$ cat src/rtl/jse_pkg.sv
// Package: payload types, controller/datapath interface types, scan helpers.
`default_nettype none

package jse_pkg;

    // Input and output payloads
    typedef struct packed {
        logic [7:0] data_byte;
        logic       string_last;
    } t_in;

    typedef struct packed {
        logic [7:0] out_byte;
        logic       run_last;
        logic       string_done;
    } t_out;

    // Scan action at the head of the queue
    localparam logic [2:0] K_STOP  = 3'd0;  // nothing to emit now
    localparam logic [2:0] K_PASS  = 3'd1;  // copy len raw bytes
    localparam logic [2:0] K_SHORT = 3'd2;  // backslash plus one letter
    localparam logic [2:0] K_UHEX  = 3'd3;  // \u00 plus two hex digits
    localparam logic [2:0] K_BAD   = 3'd4;  // \ufffd for the lead byte

    localparam logic [7:0] CH_BSL = 8'h5c;
    localparam logic [7:0] CH_QUO = 8'h22;

    typedef struct packed {
        logic [2:0] kind;
        logic [2:0] len;
    } t_plan;

    // Controller to datapath
    typedef struct packed {
        logic load;
        logic emit;
    } t_cmd;

    // Datapath to controller
    typedef struct packed {
        logic       stop;
        logic       final_byte;
        logic       look_stop;
        logic       out_free;
        logic [2:0] count;
    } t_sts;

    function automatic logic [7:0] f_hex(input logic [3:0] v);
        logic [7:0] r;
        if (v < 4'd10) begin
            r = 8'h30 + {4'd0, v};
        end else begin
            r = 8'h57 + {4'd0, v};
        end
        return r;
    endfunction

    function automatic logic [7:0] f_short_letter(input logic [7:0] b);
        logic [7:0] r;
        unique case (b)
            8'h08:   r = 8'h62;  // b
            8'h0c:   r = 8'h66;  // f
            8'h0a:   r = 8'h6e;  // n
            8'h0d:   r = 8'h72;  // r
            8'h09:   r = 8'h74;  // t
            default: r = b;      // quote and backslash stand as themselves
        endcase
        return r;
    endfunction

    // Decide the action at the head of the queue q0..q3 holding n bytes.
    function automatic t_plan f_classify(input logic [7:0] q0, input logic [7:0] q1,
                                         input logic [7:0] q2, input logic [7:0] q3,
                                         input logic [2:0] n, input logic last);
        t_plan      p;
        logic [7:0] lo;
        logic [7:0] hi;
        logic [2:0] need;
        logic       bad;
        p.kind = K_STOP;
        p.len  = 3'd1;
        lo     = 8'h80;
        hi     = 8'hbf;
        need   = 3'd0;
        bad    = 1'b0;
        if (n == 3'd0) begin
            p.kind = K_STOP;
        end else if (!q0[7]) begin
            if (q0 == CH_QUO || q0 == CH_BSL || q0 == 8'h08 || q0 == 8'h0c ||
                q0 == 8'h0a || q0 == 8'h0d || q0 == 8'h09) begin
                p.kind = K_SHORT;
            end else if (q0 < 8'h20) begin
                p.kind = K_UHEX;
            end else begin
                p.kind = K_PASS;
            end
        end else begin
            if (q0 >= 8'hc2 && q0 <= 8'hdf) begin
                need = 3'd2;
            end else if (q0 == 8'he0) begin
                need = 3'd3;
                lo   = 8'ha0;
            end else if (q0 == 8'hed) begin
                need = 3'd3;
                hi   = 8'h9f;
            end else if (q0 >= 8'he1 && q0 <= 8'hef) begin
                need = 3'd3;
            end else if (q0 == 8'hf0) begin
                need = 3'd4;
                lo   = 8'h90;
            end else if (q0 >= 8'hf1 && q0 <= 8'hf3) begin
                need = 3'd4;
            end else if (q0 == 8'hf4) begin
                need = 3'd4;
                hi   = 8'h8f;
            end else begin
                bad = 1'b1;
            end
            if (!bad) begin
                if (n >= 3'd2 && (q1 < lo || q1 > hi)) begin
                    bad = 1'b1;
                end
                if (need >= 3'd3 && n >= 3'd3 && (q2 < 8'h80 || q2 > 8'hbf)) begin
                    bad = 1'b1;
                end
                if (need == 3'd4 && n >= 3'd4 && (q3 < 8'h80 || q3 > 8'hbf)) begin
                    bad = 1'b1;
                end
            end
            if (bad) begin
                p.kind = K_BAD;
            end else if (n < need) begin
                p.kind = last ? K_BAD : K_STOP;
            end else begin
                p.kind = K_PASS;
                p.len  = need;
            end
        end
        return p;
    endfunction

endpackage

`default_nettype wire

$ cat src/rtl/jse_datapath.sv
// Datapath: byte queue, scan decode, escape byte generation, output register.
`default_nettype none

module jse_datapath import jse_pkg::*; (
    input  wire logic i_clk,
    input  wire logic i_rst_n,
    input  wire t_in  i_in_data,
    input  wire t_cmd i_cmd,
    input  wire logic i_out_ready,
    output t_sts      o_sts,
    output logic      o_out_valid,
    output t_out      o_out_data
);

    logic [7:0] r_q [4];
    logic [2:0] r_n;
    logic       r_last;
    logic [2:0] r_k;
    logic       r_out_valid;
    t_out       r_out_data;

    t_plan      w_plan;
    t_plan      w_look;
    logic [2:0] w_cnt;
    logic [2:0] w_rem;
    logic [7:0] w_sq [4];
    logic [7:0] w_byte;
    logic       w_final;
    logic       w_run_last;

    assign w_plan = f_classify(r_q[0], r_q[1], r_q[2], r_q[3], r_n, r_last);

    always_comb begin
        unique case (w_plan.kind)
            K_PASS:  w_cnt = w_plan.len;
            K_SHORT: w_cnt = 3'd2;
            default: w_cnt = 3'd6;
        endcase
    end

    assign w_final = (r_k == w_cnt - 3'd1);
    assign w_rem   = r_n - w_plan.len;

    // Queue after this action is consumed
    always_comb begin
        for (int i = 0; i < 4; i++) begin
            if (i + int'(w_plan.len) < 4) begin
                w_sq[i] = r_q[2'(i + int'(w_plan.len))];
            end else begin
                w_sq[i] = 8'h00;
            end
        end
    end

    assign w_look = f_classify(w_sq[0], w_sq[1], w_sq[2], w_sq[3], w_rem, r_last);
    assign w_run_last = w_final && (w_look.kind == K_STOP);

    always_comb begin
        w_byte = CH_BSL;
        unique case (w_plan.kind)
            K_PASS: begin
                w_byte = r_q[r_k[1:0]];
            end
            K_SHORT: begin
                w_byte = (r_k == 3'd0) ? CH_BSL : f_short_letter(r_q[0]);
            end
            K_UHEX: begin
                unique case (r_k)
                    3'd0:    w_byte = CH_BSL;
                    3'd1:    w_byte = 8'h75;
                    3'd2:    w_byte = 8'h30;
                    3'd3:    w_byte = 8'h30;
                    3'd4:    w_byte = f_hex(r_q[0][7:4]);
                    default: w_byte = f_hex(r_q[0][3:0]);
                endcase
            end
            default: begin
                unique case (r_k)
                    3'd0:    w_byte = CH_BSL;
                    3'd1:    w_byte = 8'h75;
                    3'd2:    w_byte = 8'h66;
                    3'd3:    w_byte = 8'h66;
                    3'd4:    w_byte = 8'h66;
                    default: w_byte = 8'h64;
                endcase
            end
        endcase
    end

    always_ff @(posedge i_clk) begin
        if (!i_rst_n) begin
            r_n         <= 3'd0;
            r_k         <= 3'd0;
            r_last      <= 1'b0;
            r_out_valid <= 1'b0;
        end else begin
            if (i_cmd.load) begin
                r_last <= i_in_data.string_last;
                r_n    <= r_n + 3'd1;
                r_k    <= 3'd0;
            end else if (i_cmd.emit) begin
                if (w_final) begin
                    r_k <= 3'd0;
                    r_n <= w_rem;
                end else begin
                    r_k <= r_k + 3'd1;
                end
            end
            if (i_cmd.emit) begin
                r_out_valid <= 1'b1;
            end else if (i_out_ready) begin
                r_out_valid <= 1'b0;
            end
        end
    end

    // Queue and output payload carry no reset
    always_ff @(posedge i_clk) begin
        if (i_cmd.load) begin
            r_q[r_n[1:0]] <= i_in_data.data_byte;
        end else if (i_cmd.emit && w_final) begin
            for (int i = 0; i < 4; i++) begin
                r_q[i] <= w_sq[i];
            end
        end
        if (i_cmd.emit) begin
            r_out_data.out_byte    <= w_byte;
            r_out_data.run_last    <= w_run_last;
            r_out_data.string_done <= w_run_last && r_last;
        end
    end

    assign o_sts.stop       = (w_plan.kind == K_STOP);
    assign o_sts.final_byte = w_final;
    assign o_sts.look_stop  = (w_look.kind == K_STOP);
    assign o_sts.out_free   = !r_out_valid || i_out_ready;
    assign o_sts.count      = r_n;

    assign o_out_valid = r_out_valid;
    assign o_out_data  = r_out_data;

endmodule

`default_nettype wire

$ cat src/rtl/jse_ctrl.sv
// Controller: accepts a request, then steps the datapath through its actions.
`default_nettype none

module jse_ctrl import jse_pkg::*; (
    input  wire logic i_clk,
    input  wire logic i_rst_n,
    input  wire logic i_in_valid,
    input  wire t_sts i_sts,
    output logic      o_in_ready,
    output t_cmd      o_cmd
);

    localparam logic S_IDLE = 1'b0;
    localparam logic S_RUN  = 1'b1;

    logic r_state;
    logic n_state;

    always_comb begin
        n_state    = r_state;
        o_cmd.load = 1'b0;
        o_cmd.emit = 1'b0;
        unique case (r_state)
            S_IDLE: begin
                if (i_in_valid) begin
                    o_cmd.load = 1'b1;
                    n_state    = S_RUN;
                end
            end
            default: begin
                if (i_sts.stop) begin
                    n_state = S_IDLE;
                end else if (i_sts.out_free) begin
                    o_cmd.emit = 1'b1;
                    if (i_sts.final_byte && i_sts.look_stop) begin
                        n_state = S_IDLE;
                    end
                end
            end
        endcase
    end

    always_ff @(posedge i_clk) begin
        if (!i_rst_n) begin
            r_state <= S_IDLE;
        end else begin
            r_state <= n_state;
        end
    end

    assign o_in_ready = (r_state == S_IDLE);

endmodule

`default_nettype wire

$ cat src/rtl/json_string_escape_utf8_sanitize_core.sv
// Top level: JSON string escaper with strict UTF-8 check, controller plus datapath.
//
//  channel  valid / ready              payload
//  input    i_in_valid / o_in_ready    i_in_data   t_in: data_byte, string_last
//  output   o_out_valid / i_out_ready  o_out_data  t_out: out_byte, run_last, string_done
//
// One request at a time: take it in, then send one output byte per cycle while the
// output is free, for each scan action (plain byte, UTF-8 sequence, escape or
// replacement); a request that sends none (sequence held) returns to idle.
// The output register holds the last byte of a request while the next one is taken;
// output stalls freeze the emit sequencer in place.
// Reset is synchronous, active low; it clears the held byte count and all handshakes.
`default_nettype none

module json_string_escape_utf8_sanitize_core import jse_pkg::*; (
    input  wire logic i_clk,
    input  wire logic i_rst_n,
    input  wire logic i_in_valid,
    output logic      o_in_ready,
    input  wire t_in  i_in_data,
    output logic      o_out_valid,
    input  wire logic i_out_ready,
    output t_out      o_out_data
);

    t_cmd w_cmd;   // load a request, emit one output byte
    t_sts w_sts;   // scan decode and output register status

    // Sequencing: idle until a request arrives, then run actions until the scan stops
    jse_ctrl u_ctrl (
        .i_clk      (i_clk),
        .i_rst_n    (i_rst_n),
        .i_in_valid (i_in_valid),
        .i_sts      (w_sts),
        .o_in_ready (o_in_ready),
        .o_cmd      (w_cmd)
    );

    // Queue of held bytes plus the new one, decode, and the output stage
    jse_datapath u_dp (
        .i_clk       (i_clk),
        .i_rst_n     (i_rst_n),
        .i_in_data   (i_in_data),
        .i_cmd       (w_cmd),
        .i_out_ready (i_out_ready),
        .o_sts       (w_sts),
        .o_out_valid (o_out_valid),
        .o_out_data  (o_out_data)
    );

    // Never overwrite an output byte that is still waiting
    a_emit_free: assert property (@(posedge i_clk) disable iff (!i_rst_n)
        w_cmd.emit |-> w_sts.out_free)
        else $error("emit while output register is occupied");

    // At most three bytes stay held between requests
    a_held_max: assert property (@(posedge i_clk) disable iff (!i_rst_n)
        o_in_ready |-> (w_sts.count <= 3'd3))
        else $error("held byte count exceeds three");

    // End of string always closes the run of its request
    a_done_run: assert property (@(posedge i_clk) disable iff (!i_rst_n)
        (o_out_valid && o_out_data.string_done) |-> o_out_data.run_last)
        else $error("string_done without run_last");

    // A taken request is worked on in the next cycle
    a_load_busy: assert property (@(posedge i_clk) disable iff (!i_rst_n)
        w_cmd.load |=> !o_in_ready)
        else $error("ready right after a load");

endmodule

`default_nettype wire

$ cat config.mk
export PLATFORM = sky130hd
export DESIGN_NAME = json_string_escape_utf8_sanitize_core
export DESIGN_NICKNAME = d
export VERILOG_FILES = /design/src/rtl/jse_pkg.sv /design/src/rtl/jse_datapath.sv /design/src/rtl/jse_ctrl.sv /design/src/rtl/json_string_escape_utf8_sanitize_core.sv
export SDC_FILE = /design/constraint.sdc
export NUM_CORES = 1
export LEC_CHECK = 0
export ABC_CLOCK_PERIOD_IN_PS = 5600
export BUFFER_PORTS_ARGS = -buffer_cell sky130_fd_sc_hd__buf_2
export CAP_MARGIN = 20
export CORE_UTILIZATION = 57
export DETAILED_ROUTE_END_ITERATION = 16
export PLACE_DENSITY = 0.78
export SLEW_MARGIN = 20
export SYNTH_ARGS = -nofsm -noshare
export SYNTH_HDL_FRONTEND = slang
export SYNTH_SLANG_ARGS = --single-unit
$ cat constraint.sdc
create_clock -name i_clk -period 5.6 [get_ports i_clk]
set_input_delay 0.28 -clock i_clk [delete_from_list [all_inputs] [get_ports i_clk]]
set_output_delay 0.28 -clock i_clk [all_outputs]
set_load 0.1 [all_outputs]
==> metrics.yaml <==
die_h_um: 95.01
netlist.area_leader.share_pct: 25.58
synth.avg_cell_area_um2: 9.823
drive_gt1_share_pct: 27.73
cts-root-buf: "clkbuf_8"
place_area_um2: 5340
cp.arrival_ps: 5650
maxCapViolations: 0
switching_power_mw: 0.3781
comb_power_share_pct: 33.5
period_share_pct: 97.40
wirelength_um: 15750
cp-start-kind: "register"
tightestPinTransition_ps: 785.9
drtPass1Iterations: 5
coreArea_um2: 8299
cts_sinks: 53
fin_nets: 603
crit_type: "register to register"
routedWlPerCell_um: 23.73
antenna_found_initial: 0
cts.clk_slew.worst_paths_ps: 110
slew_headroom_pct: 46.92
fin_worst_skew_ps: 7.023
synth.area.top_cells: "edfxtp_1, mux4_2, ha_1, dfxtp_1, nand2_1"
run_status: "complete, no violations"
grt_max_degree: 23
hold_slack_ps: 192.8
vdd_drop_max_v: 0.0001132
setup_slack_ps: 145.7
drc: 0
finalMaxSlewViolations: 0
clock_latency_ps: 320
n_antenna_cell: 0
grt_overflow: 0
setup_viol: 0
cts_made_buffers: 5
crit_path_end_kind: "register"
ys_warn_count: 0
fin_crit_ps: 5454
grt_first_pass_wirelength_um: 24590
synth_ff_type: "edfxtp_1"
postRouteAntennaNets: 0
track_usage_pct: 36.52
synth_commonest_cells: "nand2_1, edfxtp_1, nor2_1, ha_1, o21ai_0"
syn2layout_area_growth_pct: 13.80
grt_pass1_vias: 4533
yosysUniqueCellTypes: 85
async_flop_share_pct: 0
syn_nets: 547
drt_iter0_markers: 500
htree_levels: 2
vias: 4682
place_hpwl_um: 12210
cts_tree: "built"
hold_path_class: "input port to register"
die_area_um2: 9027
intPower_mw: 0.6700
worstPathRequired_ps: 5790
tns_ps: 0
dp_slack_ps: -2.035
seqPwrFrac_pct: 44.4
path_max_fanout: 7
gp_congestion: 1.062
power_density_nw_per_um2: 186.8
ys_seq_area_share_pct: 30.04
synth_seq_cells: 53
hold_violations: 0
rows: 33
synth_area_um2: 4931
yosysMostFrequentCell: "nand2_1"
synth_edf_count: 42
postSynthCellCount: 502
utilization_pct: 67.62
die_x_um: 95.01
fmax_mhz: 183.3
yosysTopAreaCell: "edfxtp_1"
avgViaCountPerCell: 7.051
ioPinCount: 25
swShare_pct: 36.08
final_area_um2: 5612
p_clk_share_pct: 22.1
leakage_nw: 2.148
clk_path_buf_depth: 2
rsz0062_at_grt: "true"
portBuffers: 24
start_util_pct: 59.42
## cells by family (layout without fill, tap and decap cells)
family | after synthesis | after routing | synth area share (%)
compound gates | 159 | 159 | 25.40
xor+xnor | 9 | 9 | 1.599
fa+ha+maj | 32 | 32 | 8.272
buf+inv | 49 | 106 | 4.339
flops | 53 | 53 | 30.04
mux | 38 | 38 | 12.97
simple gates | 162 | 162 | 17.38
## worst max-delay path, cell delays in order (launching register included)
cell       delay [ps]
edfxtp_1          460
inv_2             130
ha_2              210
buf_4             170
nor2_1             80
o221a_4           300
o21ai_4           220
nor2_1             90
ha_1              280
nand2_1            50
o211ai_1          290
buf_4             180
o2111a_2          250
o211ai_1          250
o32a_1            440
nor3_1            200
a21oi_1            90
nor4b_2           290
ha_1              290
a21oi_1           190
a41oi_2            60
a2111oi_2         360
a31o_2            260
and3_1            170
## stage by stage
step	cells	power, mW
6_report	664	1.048
5_1_grt	664	1.086
4_1_cts	649	1.023
3_5_place_dp	641	0.7964
3_3_place_gp	641	0.7908
2_1_floorplan	502	0.7019
## per-layer routing
metal / track usage (%) / wire [um]
met5: 0 / 0
met4: 15.78 / 751
met3: 5.901 / 1381
met2: 58.39 / 7211
met1: 48.93 / 6410
## sequential cells by signal, indices dropped and copies added (netlist names), named ones only
signal            cells
u_dp.r_k              3
u_dp.r_last           1
u_dp.o_out_valid      1
u_dp.r_n              3
u_dp.r_q             32
u_ctrl.r_state        1
u_dp.o_out_data      10
## what timing repair did
item                                   in CTS  in global routing
endpoints found under the hold margin       0                  0
pin swaps                                   0                  8
setup buffers                               0                 15
hold buffers                                0                  0
setup endpoints to repair                  10                 64
gates resized for setup                     3                 17
## cells in the final DEF, fill, tap and decap left out, types with 9 or more instances in the layout
cell type / n
nand2_1: 50
buf_4: 47
edfxtp_1: 42
nor2_1: 31
o21ai_0: 30
ha_1: 28
a21oi_1: 25
buf_2: 24
inv_1: 20
mux4_2: 20
a22o_1: 20
nand3_1: 11
mux2i_1: 11
dfxtp_1: 11
nand2b_1: 9
## cell type report
cell class              count  area [um2]
well taps                 105       131.4
flip-flops and latches     53        1481
multi-input cells         400        3332
clock inverters             2       12.51
clock buffers               6       72.57
inverters                  26       97.59
fillers                   652        2688
repair buffers             72       484.2
## power groups by stage
stage / logic (mW) / clock network (mW) / registers, mW
6_report: 0.351 / 0.232 / 0.465
5_1_grt: 0.376 / 0.243 / 0.467
4_1_cts: 0.324 / 0.233 / 0.467
3_5_place_dp: 0.321 / 0 / 0.476
3_3_place_gp: 0.316 / 0 / 0.475
2_1_floorplan: 0.212 / 0 / 0.490
## final timing paths
path	start	to	slack (ps)	cells past startpoint
worst max-delay path	u_dp.r_q[0][1]	u_dp.o_out_data[0]	150	23
worst min-delay path	i_in_data[0]	u_dp.r_last	190	3
worst max register to register	u_dp.r_q[0][1]	u_dp.o_out_data[0]	150	23
worst min register to register	u_dp.r_last	u_dp.r_last	570	2
(Power assumes the default switching activity.)
